## src/hw/rtl/clsp_pkg.sv

```systemverilog
// ----------------------------------------------------------------------------
// clsp_pkg
// shared codes, keyword tables and result type for the control line parser
// ----------------------------------------------------------------------------
`default_nettype none

package clsp_pkg;

  // result kinds
  localparam logic [3:0] KIND_NONE     = 4'd0;
  localparam logic [3:0] KIND_CMD      = 4'd1;
  localparam logic [3:0] KIND_ARG      = 4'd2;
  localparam logic [3:0] KIND_OUTPUT   = 4'd3;
  localparam logic [3:0] KIND_IGN_BYTE = 4'd4;
  localparam logic [3:0] KIND_IGN_END  = 4'd5;
  localparam logic [3:0] KIND_BEGIN    = 4'd6;
  localparam logic [3:0] KIND_OK       = 4'd7;
  localparam logic [3:0] KIND_ERROR    = 4'd8;
  localparam logic [3:0] KIND_NOTIFY   = 4'd9;
  localparam logic [3:0] KIND_EXIT     = 4'd10;

  // special characters
  localparam logic [7:0] CH_CR      = 8'h0d;
  localparam logic [7:0] CH_LF      = 8'h0a;
  localparam logic [7:0] CH_PERCENT = 8'h25;
  localparam logic [7:0] CH_SPACE   = 8'h20;

  // keyword indexes
  localparam logic [1:0] KW_BEGIN = 2'd0;
  localparam logic [1:0] KW_EXIT  = 2'd1;
  localparam logic [1:0] KW_END   = 2'd2;
  localparam logic [1:0] KW_ERROR = 2'd3;
  localparam int unsigned KW_COUNT = 4;

  // longest keyword, matcher gives up beyond it
  localparam logic [3:0] KW_MAX = 4'd12;

  // keyword text padded to 16 characters with zeros
  localparam logic [7:0] KW_TEXT [KW_COUNT][16] = '{
    '{8'h25, 8'h62, 8'h65, 8'h67, 8'h69, 8'h6e, 8'h00, 8'h00,
      8'h00, 8'h00, 8'h00, 8'h00, 8'h00, 8'h00, 8'h00, 8'h00},
    '{8'h25, 8'h65, 8'h78, 8'h69, 8'h74, 8'h00, 8'h00, 8'h00,
      8'h00, 8'h00, 8'h00, 8'h00, 8'h00, 8'h00, 8'h00, 8'h00},
    '{8'h25, 8'h62, 8'h65, 8'h67, 8'h69, 8'h6e, 8'h25, 8'h65,
      8'h6e, 8'h64, 8'h00, 8'h00, 8'h00, 8'h00, 8'h00, 8'h00},
    '{8'h25, 8'h62, 8'h65, 8'h67, 8'h69, 8'h6e, 8'h25, 8'h65,
      8'h72, 8'h72, 8'h6f, 8'h72, 8'h00, 8'h00, 8'h00, 8'h00}
  };

  localparam logic [3:0] KW_LEN [KW_COUNT] = '{4'd6, 4'd5, 4'd10, 4'd12};

  // one result transfer
  typedef struct packed {
    logic [3:0] kind;
    logic [7:0] data_byte;
  } clsp_result_t;

endpackage

`default_nettype wire

```

## src/hw/rtl/clsp_core.sv

```systemverilog
// ----------------------------------------------------------------------------
// clsp_core
// parse state, keyword matcher and per-byte classification
// ----------------------------------------------------------------------------
`default_nettype none

module clsp_core import clsp_pkg::*; (
  input  wire logic         clk_i,
  input  wire logic         rst_ni,
  input  wire logic         accept_i,
  input  wire logic [7:0]   in_byte_i,
  output clsp_result_t      result_o
);

  localparam logic [2:0] ST_GROUND     = 3'd0;
  localparam logic [2:0] ST_IGNORE     = 3'd1;
  localparam logic [2:0] ST_COMMAND    = 3'd2;
  localparam logic [2:0] ST_ARGUMENTS  = 3'd3;
  localparam logic [2:0] ST_OUT_GROUND = 3'd4;
  localparam logic [2:0] ST_OUTPUT     = 3'd5;

  logic [2:0] state_q, state_d;
  logic [3:0] pos_q, pos_d;
  logic       failed_q, failed_d;
  logic [3:0] alive_q, alive_d;
  logic       halted_q, halted_d;

  logic [3:0] keep;
  logic [3:0] hit;
  logic [3:0] kind;
  logic       stored;

  // keywords still alive after this character
  always_comb begin
    for (int k = 0; k < KW_COUNT; k++) begin
      keep[k] = alive_q[k] && (KW_LEN[k] > pos_q) && (KW_TEXT[k][pos_q] == in_byte_i);
      hit[k]  = !failed_q && alive_q[k] && (pos_q == KW_LEN[k]);
    end
  end

  always_comb begin
    state_d  = state_q;
    pos_d    = pos_q;
    failed_d = failed_q;
    alive_d  = alive_q;
    halted_d = halted_q;
    kind     = KIND_NONE;
    stored   = 1'b0;

    if (!halted_q) begin
      case (state_q)
        ST_IGNORE: begin
          if (in_byte_i == CH_LF) begin
            kind    = KIND_IGN_END;
            state_d = ST_GROUND;
          end else begin
            kind   = KIND_IGN_BYTE;
            stored = 1'b1;
          end
        end
        ST_COMMAND, ST_ARGUMENTS: begin
          if (in_byte_i == CH_LF) begin
            // line end: begin keeps the command text for the response lines
            if (hit[KW_BEGIN]) begin
              kind    = KIND_BEGIN;
              state_d = ST_OUT_GROUND;
            end else if (hit[KW_EXIT]) begin
              kind     = KIND_EXIT;
              halted_d = 1'b1;
            end else begin
              kind     = hit[KW_END] ? KIND_OK : (hit[KW_ERROR] ? KIND_ERROR : KIND_NOTIFY);
              pos_d    = '0;
              failed_d = 1'b0;
              alive_d  = '1;
              state_d  = ST_GROUND;
            end
          end else if (state_q == ST_COMMAND && in_byte_i == CH_SPACE) begin
            state_d = ST_ARGUMENTS;
          end else begin
            kind   = (state_q == ST_COMMAND) ? KIND_CMD : KIND_ARG;
            stored = 1'b1;
          end
        end
        ST_OUT_GROUND: begin
          if (in_byte_i == CH_PERCENT) begin
            state_d = ST_COMMAND;
            kind    = KIND_CMD;
          end else begin
            state_d = ST_OUTPUT;
            kind    = KIND_OUTPUT;
          end
          stored = 1'b1;
        end
        ST_OUTPUT: begin
          if (in_byte_i == CH_LF) begin
            state_d = ST_OUT_GROUND;
          end
          kind   = KIND_OUTPUT;
          stored = 1'b1;
        end
        default: begin
          if (in_byte_i == CH_PERCENT) begin
            state_d = ST_COMMAND;
            kind    = KIND_CMD;
          end else begin
            state_d = ST_IGNORE;
            kind    = KIND_IGN_BYTE;
          end
          stored = 1'b1;
        end
      endcase

      if (stored) begin
        if (in_byte_i == CH_CR) begin
          kind = KIND_NONE;
        end else if (kind == KIND_CMD && !failed_q) begin
          if (pos_q >= KW_MAX) begin
            failed_d = 1'b1;
          end else begin
            alive_d = keep;
            if (keep == '0) begin
              failed_d = 1'b1;
            end else begin
              pos_d = pos_q + 4'd1;
            end
          end
        end
      end
    end
  end

  always_comb begin
    result_o.kind      = kind;
    result_o.data_byte = (kind >= KIND_CMD && kind <= KIND_IGN_BYTE) ? in_byte_i : 8'h00;
  end

  always_ff @(posedge clk_i or negedge rst_ni) begin
    if (!rst_ni) begin
      state_q  <= ST_GROUND;
      pos_q    <= '0;
      failed_q <= 1'b0;
      alive_q  <= '1;
      halted_q <= 1'b0;
    end else if (accept_i) begin
      state_q  <= state_d;
      pos_q    <= pos_d;
      failed_q <= failed_d;
      alive_q  <= alive_d;
      halted_q <= halted_d;
    end
  end

endmodule

`default_nettype wire

```

## src/hw/rtl/clsp_obuf.sv

```systemverilog
// ----------------------------------------------------------------------------
// clsp_obuf
// two-entry result buffer decoupling the input from a stalled output
// ----------------------------------------------------------------------------
`default_nettype none

module clsp_obuf import clsp_pkg::*; (
  input  wire logic         clk_i,
  input  wire logic         rst_ni,
  input  wire logic         push_i,
  input  wire clsp_result_t push_data_i,
  output logic              full_o,
  output logic              out_valid_o,
  input  wire logic         out_stall_i,
  output clsp_result_t      out_data_o
);

  clsp_result_t mem_q [2];
  logic         wr_ptr_q, rd_ptr_q;
  logic [1:0]   count_q, count_d;
  logic         pop;

  assign full_o      = (count_q == 2'd2);
  assign out_valid_o = (count_q != 2'd0);
  assign out_data_o  = mem_q[rd_ptr_q];
  assign pop         = out_valid_o && !out_stall_i;

  always_comb begin
    count_d = count_q;
    if (push_i && !pop) begin
      count_d = count_q + 2'd1;
    end else if (pop && !push_i) begin
      count_d = count_q - 2'd1;
    end
  end

  always_ff @(posedge clk_i or negedge rst_ni) begin
    if (!rst_ni) begin
      wr_ptr_q <= 1'b0;
      rd_ptr_q <= 1'b0;
      count_q  <= 2'd0;
    end else begin
      count_q <= count_d;
      if (push_i) begin
        wr_ptr_q <= !wr_ptr_q;
      end
      if (pop) begin
        rd_ptr_q <= !rd_ptr_q;
      end
    end
  end

  always_ff @(posedge clk_i) begin
    if (push_i) begin
      mem_q[wr_ptr_q] <= push_data_i;
    end
  end

endmodule

`default_nettype wire

```

## src/hw/rtl/control_line_stream_parser_top.sv

```systemverilog
// ----------------------------------------------------------------------------
// control_line_stream_parser_top
// each result is registered in the result buffer before it is offered
// throughput: one byte per cycle unless buf_full; state and matcher step per byte
// the two-entry result buffer keeps input flowing while one result is held
// reset: asynchronous active low, parser returns to ground with matcher cleared
// ----------------------------------------------------------------------------
`default_nettype none

module control_line_stream_parser_top import clsp_pkg::*; (
  input  wire logic       clk_i,
  input  wire logic       rst_ni,
  // byte input channel
  input  wire logic       in_valid_i,
  output logic            in_stall_o,
  input  wire logic [7:0] in_byte_i,
  // classification output channel
  output logic            out_valid_o,
  input  wire logic       out_stall_i,
  output logic [3:0]      kind_o,
  output logic [7:0]      data_byte_o
);

  // every accepted byte yields exactly one result, so the buffer fill
  // alone decides whether the input side may transfer
  logic         in_accept;
  logic         buf_full;
  clsp_result_t step_result;
  clsp_result_t out_result;

  assign in_stall_o = buf_full;
  assign in_accept  = in_valid_i && !buf_full;

  // parse state, keyword matcher and byte classification; the state
  // advances only on an input transfer
  clsp_core u_core (
    .clk_i     (clk_i),
    .rst_ni    (rst_ni),
    .accept_i  (in_accept),
    .in_byte_i (in_byte_i),
    .result_o  (step_result)
  );

  // result registers, two deep so a held output does not stop the next byte
  clsp_obuf u_obuf (
    .clk_i       (clk_i),
    .rst_ni      (rst_ni),
    .push_i      (in_accept),
    .push_data_i (step_result),
    .full_o      (buf_full),
    .out_valid_o (out_valid_o),
    .out_stall_i (out_stall_i),
    .out_data_o  (out_result)
  );

  assign kind_o      = out_result.kind;
  assign data_byte_o = out_result.data_byte;

endmodule

`default_nettype wire

```

## config.mk

```make
export PLATFORM = sky130hd
export DESIGN_NAME = control_line_stream_parser_top
export DESIGN_NICKNAME = d
export VERILOG_FILES = /design/src/hw/rtl/clsp_pkg.sv /design/src/hw/rtl/clsp_core.sv /design/src/hw/rtl/clsp_obuf.sv /design/src/hw/rtl/control_line_stream_parser_top.sv
export SDC_FILE = /design/constraint.sdc
export NUM_CORES = 1
export LEC_CHECK = 0
export BUFFER_PORTS_ARGS = -buffer_cell sky130_fd_sc_hd__buf_2
export CAP_MARGIN = 15
export CORE_MARGIN = 2
export CORE_UTILIZATION = 60
export CTS_CLUSTER_DIAMETER = 200
export CTS_CLUSTER_SIZE = 14
export DETAILED_ROUTE_END_ITERATION = 16
export GPL_ROUTABILITY_DRIVEN = 0
export PLACE_DENSITY = 0.91
export SKIP_CTS_REPAIR_TIMING = 1
export SLEW_MARGIN = 20
export SYNTH_ARGS = -nofsm -noshare
export SYNTH_HDL_FRONTEND = slang
export SYNTH_SLANG_ARGS = --single-unit
```

## constraint.sdc

```tcl
create_clock -name clk_i -period 4.3 [get_ports clk_i]
set_input_delay 1.29 -clock clk_i [delete_from_list [all_inputs] [get_ports clk_i]]
set_output_delay 1.29 -clock clk_i [all_outputs]
set_load 0.02 [all_outputs]
```

==> impl_summary.log, run 1 <==
INFO  metric status = complete, no violations
INFO  metric syn2layout_area_growth = 7.89%
INFO  metric chipHeight = approximately 75 um
INFO  metric synth_seq_cells = just over 40
INFO  metric synth_simple_gate_area_share = 23.8%
INFO  metric tritoncts_clock_tree = built
INFO  metric clock_tree.root_cell = clkbuf_8
INFO  metric async_flop_share = approximately 41%
INFO  metric powerDensity = between 400 and 500 nW/um^2
INFO  metric finalMaxSlewViolations = 0
INFO  metric design.final.nets = 356
INFO  metric post_synth_main_area_contributors = edfxtp_1 24%, dfrtp_1 11%, mux2_2 5.3%, dfstp_2 3.5%, ha_1 3.3%
INFO  metric finalHoldViolCount = 0
INFO  metric static-leakage-power = between 1 and 1.5 nW
INFO  metric initial_utilization = about 63%
INFO  metric cp_slowest_cell = or4b_4
INFO  metric report.final.setup_viol = 0
INFO  metric final_instance_count_excl_fillers = just over 400
INFO  metric drtPass1Iterations = 6
INFO  metric overflow_left_after_global_routing = 0
INFO  metric chipWidth = 74.7 um
INFO  metric num_antenna_cells = 0
INFO  metric synth-compound-area-share = 18.9%
INFO  metric synth.yosys.warnings = 0
INFO  metric relSlewSlack = between 20 and 30%
INFO  metric synth.net_count = 340
INFO  metric total_placed_cells_including_tap_cells = 396
INFO  metric cp_cell_sequence = buf_2, or4b_4, o31a_1, a222oi_1, o221a_1, mux2i_1, nor3_2, and2_1
INFO  metric drc = 0
INFO  metric first_global_vias = about 2.3k
INFO  metric synth_common_cells = 25 x nand2_1, 24 x edfxtp_1, 18 x nor2_1
INFO  metric setup_skew_after_layout = roughly 12 ps
INFO  metric coreArea = roughly 4800 um^2
INFO  metric fin_util = slightly below 70%
INFO  metric fin_tns_setup = 0 ps
INFO  metric cts_buffers = 5
INFO  metric holdCritPathClass = flop to flop
INFO  metric timing.rr.start = u_core.pos_q[3]
INFO  metric cts_num_sinks = 41
INFO  metric synthMostInstantiatedCell = nand2_1
INFO  metric clk_path_buf_depth = 2
INFO  metric ys_types = between 70 and 80
INFO  metric drt-total-wl = ~6900 um
INFO  metric grt_start_max_net_pins = 34
INFO  metric layout_min_cycle_time = approximately 3600 ps
INFO  metric fin_total_pwr = ~1.4 mW
INFO  metric io_buffer_count = 25
INFO  metric fmax = around 280 MHz
INFO  metric antenna_found_initial = 0
INFO  metric timing.critical_path.to_type = flop
INFO  metric worstSetupPathType = input port to flop
INFO  metric number_of_flops_mapped_to_enable_cells_by_yosys = 24
INFO  metric largest_family_of_logic_cells_by_synthesized_area = simple AND/OR/NAND/NOR gates
INFO  metric grt_setup_unrepaired = no
INFO  metric worst_setup_path_endpoint = u_obuf.mem_q[0][5]
INFO  metric setup.worst_path.start_class = input port
INFO  metric final_antenna_net_count = 0
INFO  metric detail_route.iter0.violations = approximately 320
INFO  metric synthMuxAreaShare = around 6.6%
INFO  metric synth_seq_area_share = 38.4%
INFO  metric drt-wirelength-per-cell = approximately 17 um
INFO  metric syn_area = ~3000 um^2
INFO  metric clk_pin_slew_worst_paths = 80 ps
INFO  metric crit-reg2reg-capture = u_core.pos_q[0]
INFO  metric drv_cap = 0
INFO  metric synthAdderAreaFrac = ~3.3%
INFO  metric worst_slew_pin_slew = 1060 ps
INFO  metric max-vdd-ir-drop = approximately 0.00021 V
INFO  metric worst-r2r-cell-count = 8
INFO  metric die-area = ~5600 um^2
INFO  metric path_max_fanout = 16
INFO  metric cell_row_count = 25
INFO  metric synth_top_area_share = 24.1%
INFO  metric routed_vias_inst = 6.57
INFO  metric netlist.top_cell.by_area = edfxtp_1
INFO  metric cts.htree.levels = 2
INFO  metric total_number_of_vias = about 2.7k
INFO  metric share_of_layout_cells_above_drive_strength_1 = about a fifth
INFO  metric cp_slowest_stage_delay = 510 ps
INFO  metric period_share = between 80% and 90%
INFO  metric synth.avg_cell_area = around 9.4 um^2
INFO  metric io-pin-count = 26
INFO  metric critPathRequiredTime = 4340 ps
INFO  metric cp_data_arrival_time = 3650 ps
INFO  metric crit_path_start = in_byte_i[5]
INFO  metric clock_insertion_delay_worst_skew = roughly 300 ps
INFO  metric grt_util_all_layers = 26.2%
INFO  metric regToRegSetupSlack = 860 ps
INFO  metric dp_hpwl = approximately 5000 um
INFO  metric yosys.area_share.xor_xnor = 4.09%
INFO  metric synthFlopType = edfxtp_1
INFO  metric grt_pass1_wl = roughly 11000 um
INFO  metric netlist_instances = 320
[sequential cells by signal (all words and copies together) (netlist names)]
register	flops
u_core.halted_q	1
u_obuf.mem_q	24
u_core.alive_q	4
u_obuf.rd_ptr_q	1
u_core.pos_q	4
u_obuf.wr_ptr_q	1
u_core.state_q	3
u_core.failed_q	1
u_obuf.count_q	2
[kinds of logic after synthesis]
group | count (synthesis)
muxes | 18
buffers and inverters | 33
xor gates and xnor gates | 14
DFF | 41
adders and majority gates | 8
AOI/OAI and AO/OA | 81
and+or+nand+nor | 125
[through the flow]
step	instance area [um^2]	hold slack, ps	setup slack, ps
2_1_floorplan	3000	460	482
3_3_place_gp	3150	473	493
3_5_place_dp	3150	477	415
4_1_cts	3230	492	726
5_1_grt	3230	504	477
6_report	3230	496	692
[report_power, final]
part | switching [mW] | internal, mW
clock | 0.136 | 0.112
sequential | 0.0843 | 0.564
combinational | 0.316 | 0.229
[worst min-delay path by stage]
stage | from | endpoint | slack [ps] | cells after the start
2_1_floorplan | u_obuf.wr_ptr_q | u_obuf.wr_ptr_q | 460 | 1
3_3_place_gp | u_obuf.wr_ptr_q | u_obuf.wr_ptr_q | 470 | 1
3_5_place_dp | u_obuf.wr_ptr_q | u_obuf.wr_ptr_q | 480 | 1
4_1_cts | u_obuf.wr_ptr_q | u_obuf.wr_ptr_q | 490 | 1
5_1_grt | u_obuf.wr_ptr_q | u_obuf.wr_ptr_q | 500 | 1
6_report | u_obuf.wr_ptr_q | u_obuf.wr_ptr_q | 500 | 1
[critical path, delay by kind of cell]
family | cells | cell delay [ps]
buffers and inverters | 1 | 230
multiplexers | 1 | 330
AND/OR/NAND/NOR | 3 | 820
AO/OA/AOI/OAI | 3 | 950
[placed cells by master, fill, tap and decap left out, drive strengths merged, types with 8 or more instances in the layout]
master	instances
nor3	13
ha	8
nor2	18
edfxtp	24
nor2b	9
nand2	26
mux2	14
xnor2	10
and2	12
dfrtp	13
o21ai	15
inv	11
a21oi	18
nand3	13
buf	31
[routing by layer]
metal | share of wire [%] | vias to the layer above | track usage [%]
li1 | - | 1232 | -
met1 | 42 | 1223 | 37.2
met2 | 47 | 180 | 41.1
met3 | 9.0 | 20 | 4.15
met4 | 2.0 | 0 | 8.93
met5 | 0 | - | 0
[cell type report]
type                            count  area, um^2
Clock buffer                        5        68.8
Clock inverter                      3        17.5
Fill cell                         391        1520
Inverter                           11        41.3
Multi-Input combinational cell    246        1700
Sequential cell                    41        1150
Tap cell                           67        83.8
Timing Repair Buffer               31         170
No activity file was read; power rests on OpenSTA's default activity.
==> run 2: changes to the inputs <==
--- a/config.mk
+++ b/config.mk
@@ -8,12 +8,12 @@
 export BUFFER_PORTS_ARGS = -buffer_cell sky130_fd_sc_hd__buf_2
 export CAP_MARGIN = 15
 export CORE_MARGIN = 2
-export CORE_UTILIZATION = 60
+export CORE_UTILIZATION = 54
 export CTS_CLUSTER_DIAMETER = 200
 export CTS_CLUSTER_SIZE = 14
 export DETAILED_ROUTE_END_ITERATION = 16
 export GPL_ROUTABILITY_DRIVEN = 0
-export PLACE_DENSITY = 0.91
+export PLACE_DENSITY = 0.87
 export SKIP_CTS_REPAIR_TIMING = 1
 export SLEW_MARGIN = 20
 export SYNTH_ARGS = -nofsm -noshare
==> constraint.sdc (replaced) <==
create_clock -name clk_i -period 3.25 [get_ports clk_i]
set_input_delay 0.975 -clock clk_i [delete_from_list [all_inputs] [get_ports clk_i]]
set_output_delay 0.975 -clock clk_i [all_outputs]
set_load 0.02 [all_outputs]
==> run 2 against run 1 <==
Compared with the run above:
- sequential share of layout area decreased by 3.1 points
- combinational power increased by 44%
- first-iteration DRC count grew 24%
- worst hold slack better by 22 ps
- clock power is 33% higher
- cell area up 9.5%
- critical path type unchanged
- critical endpoint is now u_obuf.mem_q[0][6]
==> impl_summary.log, run 2 (same netlist as run 1, synthesis figures left out) <==
INFO  metric largest_register = u_obuf.mem_q
INFO  metric reg.largest.list = u_obuf.mem_q x24, u_core.alive_q x4, u_core.pos_q x4
INFO  metric relSlewSlack = 59.4% (+30 points)
INFO  metric worstSetupPathType = input port to flop
INFO  metric setup_skew_after_layout = 4.23 ps (-7.93 ps)
INFO  metric share_of_total_power_in_the_clock_network = 16.7% (-0.5 points)
INFO  metric period_share = between 90 and 100%
INFO  metric clock_tree.root_cell = clkbuf_8
INFO  metric grt_start_max_net_pins = 21 (-38%)
INFO  metric design.final.nets = 396 (+11%)
INFO  metric largest_register_ffs = 24 (unchanged)
INFO  metric whs = 518 ps (+21.9 ps)
INFO  metric fin_util = 65.1% (-2.9 points)
INFO  metric grt_util_all_layers = 26.5% (+0.30 points)
INFO  metric dp_hpwl = 5920 um (+18%)
INFO  metric timing.rr.start = u_core.pos_q[0]
INFO  metric syn2layout_area_growth = 18.2%
INFO  metric clk_path_buf_depth = 2 (unchanged)
INFO  metric chipHeight = 78.5 um (+5.1%)
INFO  metric final_instance_count_excl_fillers = 449 (+11%)
INFO  metric most_common_cell_after_layout_fill_and_taps_aside = buf_4
INFO  metric drtPass1Iterations = 7 (+1)
INFO  metric fmax = 310 MHz
INFO  metric tritoncts_clock_tree = built
INFO  metric crit-reg2reg-capture = u_core.pos_q[1]
INFO  metric overflow_left_after_global_routing = 0 (unchanged)
INFO  metric routed_vias_inst = 6.29 (-4.3%)
INFO  metric report.final.setup_viol = 0 (unchanged)
INFO  metric hold-path-endpoint = u_obuf.wr_ptr_q
INFO  metric power_report.internal_total = 1.25 mW (+38%)
INFO  metric sw_frac_of_total = 36.8% (-0.41 points)
INFO  metric die-area = 6160 um^2 (+11%)
INFO  metric final_antenna_net_count = 0 (unchanged)
INFO  metric worst-r2r-cell-count = 11 (+3)
INFO  metric p_seq_share = 43.4% (-1.6 points)
INFO  metric footprint_of_the_multi_input_gates = 1700 um^2 (+0.22%)
INFO  metric coreArea = 5440 um^2 (+14%)
INFO  metric critPathRequiredTime = 3300 ps (-1040 ps)
INFO  metric detail_route.iter0.violations = 399 (+24%)
INFO  metric finalMaxSlewViolations = 0 (unchanged)
INFO  metric antenna_found_initial = 0 (unchanged)
INFO  metric drt-total-wl = 7870 um (+13%)
INFO  metric layout_min_cycle_time = between 3000 and 4000 ps
INFO  metric path_max_fanout = 6 (-10)
INFO  metric cell_row_count = 27 (+8.0%)
INFO  metric setup.worst_path.start_class = input port
INFO  metric fillerInstances = 427 (+9.2%)
INFO  metric timing.critical_path.to_type = flop
INFO  metric status = complete, no violations
INFO  metric io-pin-count = 26 (unchanged)
INFO  metric cts_buffers = 5 (unchanged)
INFO  metric net-switching-power = 726 uW (+35%)
INFO  metric min_path_cells = 1 (unchanged)
INFO  metric most-common-layout-cells = 46 x buf_4, 25 x nand2_1, 25 x buf_2, 24 x edfxtp_1, 18 x nor2_1
INFO  metric p_comb_share = 39.9% (+2.1 points)
INFO  metric drt-wirelength-per-cell = 17.5 um (+2.0%)
INFO  metric powerDensity = 557 nW/um^2 (+25%)
INFO  metric cp_data_arrival_time = 3280 ps (-370 ps)
INFO  metric share_of_layout_cells_above_drive_strength_1 = 28.9% (+8.1 points)
INFO  metric regToRegSetupSlack = 230 ps (-630 ps)
INFO  metric num_antenna_cells = 0 (unchanged)
INFO  metric hp-start = u_obuf.wr_ptr_q
INFO  metric finalHoldViolCount = 0 (unchanged)
INFO  metric initial_utilization = 55.1% (-7.9 points)
INFO  metric io_buffer_count = 25 (unchanged)
INFO  metric grt_setup_unrepaired = no
INFO  metric static-leakage-power = 1.40 nW (+16%)
INFO  metric cts.htree.levels = 2 (unchanged)
INFO  metric cts_num_sinks = 41 (unchanged)
INFO  metric total_placed_cells_including_tap_cells = 441 (+11%)
INFO  metric chipWidth = 78.5 um (+5.1%)
INFO  metric total_number_of_vias = 2824 (+6.4%)
INFO  metric seqCellArea = 1150 um^2 (unchanged)
INFO  metric drv_cap = 0 (unchanged)
INFO  metric drc = 0 (unchanged)
INFO  metric fin_tns_setup = 0 ps (unchanged)
INFO  metric grt_pass1_wl = 12800 um (+14%)
INFO  metric clk_pin_slew_worst_paths = 80 ps (about the same)
INFO  metric worst_slew_pin_slew = 606 ps (-452 ps)
INFO  metric clock_insertion_delay_worst_skew = 300 ps (about the same)
INFO  metric first_global_vias = 2657 (+15%)
INFO  metric max-vdd-ir-drop = 0.000405 V (+91%)
INFO  metric holdCritPathClass = flop to flop
## run 2: how the worst max path moves through the flow
stage / endpoint / startpoint / cells past startpoint / slack, ps
2_1_floorplan: u_obuf.mem_q[0][7] / in_byte_i[1] / 8 / -200
3_3_place_gp: u_obuf.mem_q[0][4] / in_byte_i[4] / 8 / -70
3_5_place_dp: u_obuf.mem_q[0][4] / in_byte_i[4] / 8 / -240
4_1_cts: u_obuf.mem_q[1][4] / in_byte_i[4] / 8 / 60
5_1_grt: u_obuf.mem_q[1][4] / in_byte_i[4] / 8 / 10
6_report: u_obuf.mem_q[0][6] / in_byte_i[4] / 8 / 20
## run 2: area by class of cell
cell class	count	share of cell area [%]
clock buffer	6	2.05
multi-input combinational	246	48.1
timing repair buffer	71	13.3
sequential	41	32.5
inverter	11	1.17
clock inverter	2	0.318
tap	72	2.54
## run 2: power groups by stage
stage | combinational, mW | clock, mW | sequential, mW
after detailed placement | 0.778 | 0 | 0.866
after global placement | 0.753 | 0 | 0.852
after CTS | 0.785 | 0.334 | 0.855
final | 0.787 | 0.330 | 0.855
after global routing | 0.846 | 0.361 | 0.873
after floorplan | 0.577 | 0 | 0.810
## run 2: worst max-delay path, cell delays in order
cell,delay (ps)
buf_2,120
or4b_4,540
o31a_1,300
a222oi_1,470
o221a_1,310
mux2i_2,280
nor3_2,110
and2_1,180
## run 2: metal layers
layer / GRT usage (%) / vias up / part of all wire [%]
met4: 11.4 / 0 / 2.8
met1: 33.1 / 1317 / 40
li1: - / 1309 / -
met2: 44.1 / 167 / 49
met5: 0 / - / 0
met3: 5.75 / 31 / 8.5
## run 2: per-stage QoR
step                area [um^2]  total power, mW  setup slack, ps
floorplan                  3010             1.39             -201
global placement           3460             1.60            -74.5
detailed placement         3460             1.64             -238
CTS                        3540             1.97             56.2
global route               3540             2.08             10.9
finish                     3540             1.97             20.5
